[config.mk]
export PLATFORM = sky130hd
export DESIGN_NAME = nsls_queue
export DESIGN_NICKNAME = d
export VERILOG_FILES = /design/src/hdl/nsls_pkg.sv /design/src/hdl/nsls_queue.sv
export SDC_FILE = /design/constraint.sdc
export NUM_CORES = 1
export LEC_CHECK = 0
export BUFFER_PORTS_ARGS = -buffer_cell sky130_fd_sc_hd__buf_2
export CORE_MARGIN = 3
export CORE_UTILIZATION = 45
export CTS_BUF_LIST = sky130_fd_sc_hd__clkbuf_8
export CTS_CLUSTER_SIZE = 24
export DETAILED_ROUTE_END_ITERATION = 7
export PLACE_DENSITY = 0.83
export SLEW_MARGIN = 20
export SYNTH_ARGS = -nofsm -noshare
export SYNTH_HDL_FRONTEND = slang
export SYNTH_SLANG_ARGS = --single-unit
[constraint.sdc]
create_clock -name i_clk -period 3.3 [get_ports i_clk]
set_input_delay 0 -clock i_clk [delete_from_list [all_inputs] [get_ports i_clk]]
set_output_delay 0 -clock i_clk [all_outputs]
set_load 0.02 [all_outputs]
[src/hdl/nsls_pkg.sv]
// ----------------------------------------------------------------------------
// nsls_pkg
// Types, constants and helpers for the nearest seed label search.
// ----------------------------------------------------------------------------
package nsls_pkg;

    localparam int MAX_SEEDS_DEF = 64;
    localparam int COORD_W       = 20;
    localparam int SLOT_W        = 6;
    localparam int LABEL_W       = 8;
    localparam int COUNT_W       = 7;
    localparam int DIST_W        = 42;
    localparam int DIFF_W        = COORD_W + 1;
    localparam int SQ_W          = 2 * COORD_W + 1;
    localparam int QUEUE_DEPTH   = 2;
    localparam int APB_ADDR_W    = 3;
    localparam int APB_DATA_W    = 32;

    localparam logic OP_LOAD  = 1'b0;
    localparam logic OP_QUERY = 1'b1;

    // word index of the seed_count register (paddr[2])
    localparam logic REG_SEED_COUNT = 1'b0;

    typedef logic signed [COORD_W-1:0] t_coord;

    typedef struct packed {
        logic               op;
        logic [SLOT_W-1:0]  slot;
        t_coord             point_x;
        t_coord             point_y;
        logic [LABEL_W-1:0] region_label;
    } t_in_item;

    typedef struct packed {
        logic [LABEL_W-1:0] nearest_label;
        logic [SLOT_W-1:0]  nearest_slot;
        logic               table_empty;
        logic [DIST_W-1:0]  best_distance;
    } t_out_item;

    typedef struct packed {
        t_coord             x;
        t_coord             y;
        logic [LABEL_W-1:0] label;
    } t_seed;

    typedef struct packed {
        logic              is_query;
        logic              wr_en;
        logic [SLOT_W-1:0] slot;
        t_seed             seed;
    } t_cmd;

    typedef enum logic [1:0] {
        ST_IDLE,
        ST_SCAN,
        ST_DONE
    } t_back_state;

    // |a - b| without overflow
    function automatic logic [DIFF_W-1:0] abs_diff(input t_coord a, input t_coord b);
        logic signed [DIFF_W-1:0] d;
        d = DIFF_W'(a) - DIFF_W'(b);
        return d[DIFF_W-1] ? $unsigned(-d) : $unsigned(d);
    endfunction

endpackage

[src/hdl/nsls_queue.sv]
// ----------------------------------------------------------------------------
// nsls_queue
// Short FIFO of commands between the front and the search engine.
// ----------------------------------------------------------------------------
module nsls_queue #(
    parameter int DEPTH = nsls_pkg::QUEUE_DEPTH
) (
    input  logic           i_clk,
    input  logic           i_rst_n,
    input  logic           i_push,
    input  nsls_pkg::t_cmd i_data,
    output logic           o_full,
    input  logic           i_pop,
    output logic           o_valid,
    output nsls_pkg::t_cmd o_data
);

    localparam int PW = $clog2(DEPTH);
    localparam int CW = $clog2(DEPTH + 1);

    nsls_pkg::t_cmd r_q [DEPTH];
    logic [PW-1:0]  r_wr_ptr, n_wr_ptr;
    logic [PW-1:0]  r_rd_ptr, n_rd_ptr;
    logic [CW-1:0]  r_count,  n_count;
    logic           w_push, w_pop;

    assign o_full  = (r_count == CW'(DEPTH));
    assign o_valid = (r_count != '0);
    assign o_data  = r_q[r_rd_ptr];
    assign w_push  = i_push && !o_full;
    assign w_pop   = i_pop && o_valid;

    always_comb begin
        n_wr_ptr = r_wr_ptr;
        n_rd_ptr = r_rd_ptr;
        n_count  = r_count;
        if (w_push) begin
            n_wr_ptr = (r_wr_ptr == PW'(DEPTH - 1)) ? '0 : r_wr_ptr + 1'b1;
        end
        if (w_pop) begin
            n_rd_ptr = (r_rd_ptr == PW'(DEPTH - 1)) ? '0 : r_rd_ptr + 1'b1;
        end
        if (w_push && !w_pop) begin
            n_count = r_count + 1'b1;
        end else if (w_pop && !w_push) begin
            n_count = r_count - 1'b1;
        end
    end

    always_ff @(posedge i_clk) begin
        if (!i_rst_n) begin
            r_wr_ptr <= '0;
            r_rd_ptr <= '0;
            r_count  <= '0;
        end else begin
            r_wr_ptr <= n_wr_ptr;
            r_rd_ptr <= n_rd_ptr;
            r_count  <= n_count;
        end
    end

    always_ff @(posedge i_clk) begin
        if (w_push) begin
            r_q[r_wr_ptr] <= i_data;
        end
    end

endmodule

==> results by stage, run 1 <==
Global route:
- The initial antenna violation count is 0.
- The sum of overflow across all layers after global routing is 0.
- The global-route wire length before repair is 13000 µm.
- The largest net degree at the start of global routing is 34.
- The number of global-route vias before repair is 2724.
- The global-route usage over all layers is 0.165.

Clocking:
- The H-tree generated during clock tree synthesis spans 4 levels.
- Post-CTS repair changed the size of 0 cells.
- The number of hold buffers added after CTS is 58.
- The cell sitting at the root of the clock tree is a sky130_fd_sc_hd__clkbuf_8.
- After clock tree synthesis, the clock-pin slew on the worst setup and hold paths is 0.07 ns.
- The number of sinks on the clock net is 117.
- The TritonCTS clock tree is yes.
- The number of setup buffers added after CTS is 0.
- The total CTS buffers is 17.
- The insertion delay to the later sink of the worst-skew pair is 0.41 ns.
- No sink is reached through more buffers than the 2 on the longest clock path.

Worst setup path:
- The critical path goes through buf_4 > mux2_2 > buf_2.
- The kind of end point of the critical path is a primary output.
- The startpoint identified for the worst register-to-register timing path is r_count[0].
- STA classifies the critical path startpoint as a flop.
- The critical-path maximum fanout is 31.
- Among all stages on the critical path, the largest delay is contributed by sky130_fd_sc_hd__dfxtp_2.
- The data arrival at the endpoint of the critical path is 2.23 ns.
- For the worst setup path, the data required time is 3.30 ns.
- The worst setup path is of the reg -> out kind.
- On the worst path, the slowest cell contributes a delay of 0.80 ns.

Place:
- The detailed-placement wirelength estimate is 5080 µm.
- The final estimated routing congestion in global placement is 0.708.
- The count of port buffers added during placement is 117.

Power:
- The total chip power is 4.28 mW.
- The leakage power total is 2.25 nW.
- The maximum ir drop on the vdd rail is 493 µV.
- The ratio of total power to cell area is 722 nW/µm².

Yosys:
- Of the total synthesized cell area, the portion taken by AND, OR, NAND and NOR gates is 0.0135.
- The net count after synthesis is 260.
- Of the total synthesized cell area, the portion taken by XOR and XNOR cells is 0.00615.
- The flop and latch count out of synthesis is 117.
- During synthesis, Yosys emitted a total of 0 warnings.
- The combinational family with the most area after synthesis is multiplexers.
- The compound-gate portion of the synthesized area is 0.00762.
- The adder-cell area share of the yosys netlist is 0.00293.
- Measured against the total synthesized area, the mux share comes to 0.148.
- The synthesized instance count is 199.
- Summing every instance area after synthesis gives 4270 µm².
- After synthesis, the mean cell area works out to 21.5 µm².
- The proportion of synthesized chip area in sequential cells is 0.811.
- Synthesis instantiated 22 different standard cells from the library.

Detailed routing:
- The detailed router finished its first iteration with 58 violations.
- Dividing the detail-routed via count by the number of cells gives 4.64.
- Before antenna repair, the detailed router went through 4 iterations.
- The remaining design rule violation count is 0.
- Detailed routing inserted a total of 2453 vias.
- After detailed routing, the average wire length per cell comes to 16.0 µm.
- The detail route stage leaves a number of antenna-violating nets equal to 0.
- The routed wire length is 8470 µm.

Timing:
- In the finished design, the share of the clock period the worst path needs comes to 0.676.
- After routing, the total negative slack on setup checks comes to 0 ns.
- The number of pins with negative max-slew slack in the final report is 0.
- The number of endpoints with negative hold slack in the final report is 0.
- The worst-case headroom to the max-slew limit is 0.523.
- Based on the critical path, the design can be clocked at up to 448 MHz.
- After layout, the minimum clock period comes to 2.23 ns.
- The final worst clock skew is 0.0134 ns.
- Setup violations remaining at the end of the flow were counted as 0.
- Across all hold checks on the routed design, the worst slack comes to 0.121 ns.
- Setup repair after global routing left no endpoint under its margin.
- At the pin with the least slew margin, the transition time is 0.716 ns.

Cells and area:
- After the last flow step, the layout net total stands at 452.
- In the layout the commonest cells are sky130_fd_sc_hd__buf_2 (117), sky130_fd_sc_hd__edfxtp_1 (112), sky130_fd_sc_hd__dlygate4sd3_1 (58), sky130_fd_sc_hd__mux2_2 (56), sky130_fd_sc_hd__clkbuf_8 (17).
- Compared with the post-synthesis result, the final layout area differs by 39.0%.
- Of the cells placed in the final design, the portion with a size suffix greater than 1 is 0.511.
- The number of antenna diodes in the final layout is 0.
- The fraction of the core area covered by cells at the end of the flow is 0.661.
- The library cell used most frequently in the layout, excluding fill and tap cells, is sky130_fd_sc_hd__buf_2.

Run:
- The tool flagged a number of max-cap violations equal to 0.

Floorplan:
- The floorplan step defined a core boundary enclosing 8980 µm².
- For this configuration, the core starts out at a cell density of 0.476.
- The die is 103 µm tall.
- The I/O pin count is 118.
- The floorplan has 34 rows.
- The full die area is 10700 µm².
- From left edge to right edge, the die measures 103 µm.

Worst hold path:
- The worst hold path begins at i_pop.
- The min-delay analysis places its worst path in the category in -> reg.

Outcome:
- The run finished with clean final reports.
-- cells by family after synthesis --
logic type,Yosys count
fa+ha+maj,1
xor+xnor,3
flops,117
compound gates,5
buf+inv,8
mux,56
simple gates,9
-- layout make-up --
class                   count  area [µm²]
flip-flops and latches    117        3460
repair buffers            179        1210
clock buffers              17         234
clock inverters            14        96.3
fillers                   605        3040
multi-input cells          74         767
well taps                 126         158
inverters                   2        7.51
-- through the flow --
stage | instance area (µm²) | worst slack (ns) | cells
after global placement | 5020 | 1.49 | 440
final | 5940 | 1.07 | 529
after global routing | 5940 | 0.929 | 529
after detailed placement | 5020 | 1.45 | 440
after CTS | 5940 | 1.01 | 529
after floorplan | 4270 | 0.0263 | 199
-- power breakdown --
group	switching [mW]	total (mW)	internal (mW)
combinational	0.690	1.22	0.528
clock	0.525	1.09	0.566
sequential	0.106	1.97	1.87
-- sequential cells by signal (all words and copies together), names as in the netlist, named ones only --
signal    flops
r_count       2
r_q         112
r_rd_ptr      1
r_wr_ptr      1
-- worst paths after layout --
check | endpoint | slack (ns) | cells past startpoint
setup / recovery | o_data[28] | 1.07 | 3
setup reg to reg | r_wr_ptr | 1.24 | 6
hold / removal | flop | 0.12 | 4
hold reg to reg | r_count[1] | 0.57 | 2
-- critical path, delay by kind of cell, from the launching register on --
kind,cells,cell delay (ns)
buf+inv,2,0.62
mux,1,0.39
flops,1,0.80
-- layer usage --
layer / GRT usage / share of wire
met1: 0.180 / 0.39
met2: 0.297 / 0.54
met3: 0.0550 / 0.053
met4: 0.0637 / 0.016
met5: 0 / 0
-- Yosys cell counts --
cell type | n | area [µm²]
sky130_fd_sc_hd__edfxtp_1 | 112 | 3360
sky130_fd_sc_hd__inv_1 | 1 | 3.75
sky130_fd_sc_hd__nor3_2 | 1 | 10.0
sky130_fd_sc_hd__inv_2 | 1 | 3.75
sky130_fd_sc_hd__buf_4 | 4 | 30.0
sky130_fd_sc_hd__and2_1 | 3 | 18.8
sky130_fd_sc_hd__a21boi_0 | 1 | 7.51
sky130_fd_sc_hd__and3_1 | 1 | 6.26
sky130_fd_sc_hd__or3_1 | 1 | 6.26
sky130_fd_sc_hd__or2_2 | 1 | 6.26
sky130_fd_sc_hd__o21a_1 | 1 | 7.51
sky130_fd_sc_hd__o21ai_0 | 1 | 5.00
sky130_fd_sc_hd__nand2b_1 | 1 | 6.26
sky130_fd_sc_hd__xnor2_1 | 2 | 17.5
sky130_fd_sc_hd__xor2_1 | 1 | 8.76
sky130_fd_sc_hd__o21ai_1 | 1 | 5.00
sky130_fd_sc_hd__ha_1 | 1 | 12.5
sky130_fd_sc_hd__a21boi_1 | 1 | 7.51
sky130_fd_sc_hd__nor2_1 | 1 | 3.75
sky130_fd_sc_hd__buf_2 | 2 | 10.0
sky130_fd_sc_hd__mux2_2 | 56 | 631
sky130_fd_sc_hd__dfxtp_1 | 5 | 100
Note: power is estimated with default switching activity, not from simulation.
==> inputs of run 2 (changes only) <==
--- a/config.mk
+++ b/config.mk
@@ -11,7 +11,7 @@
 export CTS_BUF_LIST = sky130_fd_sc_hd__clkbuf_8
 export CTS_CLUSTER_SIZE = 24
 export DETAILED_ROUTE_END_ITERATION = 7
-export PLACE_DENSITY = 0.83
+export PLACE_DENSITY = 0.8
 export SLEW_MARGIN = 20
 export SYNTH_ARGS = -nofsm -noshare
 export SYNTH_HDL_FRONTEND = slang
==> constraint.sdc (replaced) <==
create_clock -name i_clk -period 2.2 [get_ports i_clk]
set_input_delay 0 -clock i_clk [delete_from_list [all_inputs] [get_ports i_clk]]
set_output_delay 0 -clock i_clk [all_outputs]
set_load 0.02 [all_outputs]
==> run 2 against run 1 <==
Net effect:
- hold slack got worse by 0.031 ns
- utilization increased by 0.70 points
- clock power increased by 71%
- final cell count increased by 0.38%
- combinational power increased by 56%
- via count decreased by 0.94%
- die area unchanged
- design area increased by 1.1%
- sequential cell count unchanged
- first-iteration DRC count increased by 24%
- critical path depth unchanged
- clock-buffer cell count unchanged
- critical endpoint is now o_data[14]
- largest power group unchanged
==> results by stage, run 2 (same netlist as run 1, synthesis figures left out) <==
Worst setup path:
- The worst setup path is launched from a flop.
- Of all nets on the critical path, the largest fanout is 31.
- The slack of the worst reg-to-reg path is 0.65 ns.
- The kind of end point of the critical path is a primary output.
- The critical path is of the reg -> out type.
- The critical path data required time is 2.20 ns.
- The data arrival at the endpoint of the critical path is 1.67 ns.

Cells and area:
- The largest registers in the layout are r_q x112, r_count x2.
- Fill cells in the final layout number 622.
- The final layout contains 454 nets.
- The library cell used most frequently in the layout, excluding fill and tap cells, is sky130_fd_sc_hd__buf_2.
- The most flop-heavy register is r_q.
- At the end of the flow the core is filled with cells to 0.668.
- The flip-flop count of the largest register after layout is 112.
- The number of antenna diodes in the final layout is 0.
- The library cells used most frequently in the layout, excluding fill and tap cells, are sky130_fd_sc_hd__buf_2 (117), sky130_fd_sc_hd__edfxtp_1 (112), sky130_fd_sc_hd__dlygate4sd3_1 (58), sky130_fd_sc_hd__mux2_2 (56), sky130_fd_sc_hd__clkbuf_8 (17).
- Relative to the synthesized area, the layout overhead comes to 40.5%.
- The non-filler instance count after layout is 531.
- The final non-filler cell area is 6000 µm².
- The share of cells above drive strength 1 is 0.523.

Timing:
- The shortest clock period the worst path allows after layout is 1.67 ns.
- The worst-case headroom to the max-slew limit is 0.719.
- Setup slack on the critical path of the routed design comes to 0.535 ns.
- The number of endpoints with negative hold slack in the final report is 0.
- Setup violations remaining at the end of the flow were counted as 0.
- Based on the critical path, the design can be clocked at up to 600 MHz.
- For the pin with the worst max-slew slack, the measured transition is 0.421 ns.
- The final worst clock skew is 0.00739 ns.
- Adding up every negative setup slack in the final design gives 0 ns.
- The number of pins with negative max-slew slack in the final report is 0.
- On the final layout, the worst hold slack is 0.0906 ns.
- Setup repair after global routing left no endpoint under its margin.
- The final period utilization is 0.757.

Power:
- Summing internal, switching and leakage power gives 6.65 mW.
- The leakage power total is 2.29 nW.
- The ratio of total power to cell area is 1110 nW/µm².
- The worst-case IR drop observed on VDD is 775 µV.

Global route:
- The number of global-route vias before repair is 2599.
- The sum of overflow across all layers after global routing is 0.
- The global-route usage over all layers is 0.157.
- Entering global routing, the biggest net connects 32 pins.
- The first global-routing pass estimated 12300 µm of wire.
- The initial antenna violation count is 0.

Place:
- The detailed-placement wirelength estimate is 4870 µm.
- Before CTS, the worst setup slack after placement is 0.673 ns.
- The standard cell area after detailed placement is 5040 µm².
- Routability-driven placement finished with a final weighted congestion of 0.679.
- The count of port buffers added during placement is 117.
- Counting tap cells, the placed design contains a total of 442 instances.

Floorplan:
- The area of the placeable core is 8980 µm².
- 118 I/O pins were placed.
- The full die area is 10700 µm².
- The die is 103 µm wide.
- The initial utilization of the core area, before any placement, comes to 0.476.
- The number of standard-cell rows in the floorplan is 34.
- The die outline height is 103 µm.

Clocking:
- No sink is reached through more buffers than the 2 on the longest clock path.
- The tree is rooted in a sky130_fd_sc_hd__clkbuf_8.
- Clock-pin slew was measured on the worst setup and hold paths at 0.06 ns.
- Counting the buffers created by CTS gives 17.
- The TritonCTS clock tree is yes.
- The count of H-tree levels built during CTS is 4.
- The number of setup buffers added after CTS is 0.
- The clock drives 117 sinks.
- The number of hold buffers added after CTS is 58.
- For the worst-skew pair, the clock arrives at the later sink with an insertion delay of 0.40 ns.
- In this run, post-CTS repair resized a total of 0 instances.

Run:
- The tool flagged a number of max-cap violations equal to 0.

Outcome:
- The run finished with clean final reports.

Worst hold path:
- The type of the most critical hold path is in -> reg.

Detailed routing:
- In this run the remaining antenna-violating nets after routing total 0.
- For this run, design rule violations remaining after detail routing come to 0.
- The starting DRC count in detailed routing is 72.
- In the routed layout, each cell is associated on average with a via count of 4.58.
- The number of vias in the routed layout is 2430.
- The routed length per instance is 15.2 µm.
- For this run, the detailed router's first-pass iteration total came to 5.
- The routed wire length is 8070 µm.
[run 2: cell count changes in the layout (fill, tap and decap cells not counted)]
cell	change
sky130_fd_sc_hd__clkinvlp_4	-3
sky130_fd_sc_hd__inv_4	+1
sky130_fd_sc_hd__nand2b_1	-1
sky130_fd_sc_hd__dfxtp_2	+1
sky130_fd_sc_hd__clkinv_2	+2
sky130_fd_sc_hd__inv_1	+1
sky130_fd_sc_hd__buf_12	-1
sky130_fd_sc_hd__inv_2	-1
sky130_fd_sc_hd__clkinv_4	+1
sky130_fd_sc_hd__dfxtp_1	-1
sky130_fd_sc_hd__buf_4	+3
sky130_fd_sc_hd__bufinv_16	+2
sky130_fd_sc_hd__nand2b_4	+1
sky130_fd_sc_hd__clkinv_1	-3
[run 2: worst max-delay path: stages, from the launching register on]
cell and delay, ns:
sky130_fd_sc_hd__dfxtp_2 0.32, sky130_fd_sc_hd__buf_4 0.36, sky130_fd_sc_hd__mux2_2 0.40, sky130_fd_sc_hd__buf_2 0.16
[run 2: area by class of cell]
type,count,area [µm²],area share
timing repair buffer,181,1210,0.202
multi-input combinational,74,774,0.129
inverter,2,10.0,0.00167
clock buffer,17,234,0.0390
clock inverter,14,145,0.0242
sequential,117,3470,0.578
tap,126,158,0.0263
[run 2: report_power, final]
group | internal, mW | total (mW) | switching [mW]
registers | 2.80 | 2.89 | 0.0899
logic | 0.805 | 1.90 | 1.10
clock network | 1.09 | 1.86 | 0.773
total | 4.69 | 6.65 | 1.96
[run 2: metal layers]
| layer | part of all wire | vias to the layer above | global-route usage |
|---|---|---|---|
| met5 | 0 | - | 0 |
| li1 | - | 1168 | - |
| met3 | 0.050 | 9 | 0.0590 |
| met1 | 0.41 | 1170 | 0.166 |
| met4 | 0.0079 | 0 | 0.0518 |
| met2 | 0.54 | 83 | 0.288 |
[run 2: worst paths after layout]
check / from / end / cells after the start
worst min register to register: r_rd_ptr / flop / 2
worst max-delay path: flop / o_data[14] / 3
worst min-delay path: i_pop / flop / 4
worst max register to register: r_count[1] / r_count[1] / 6
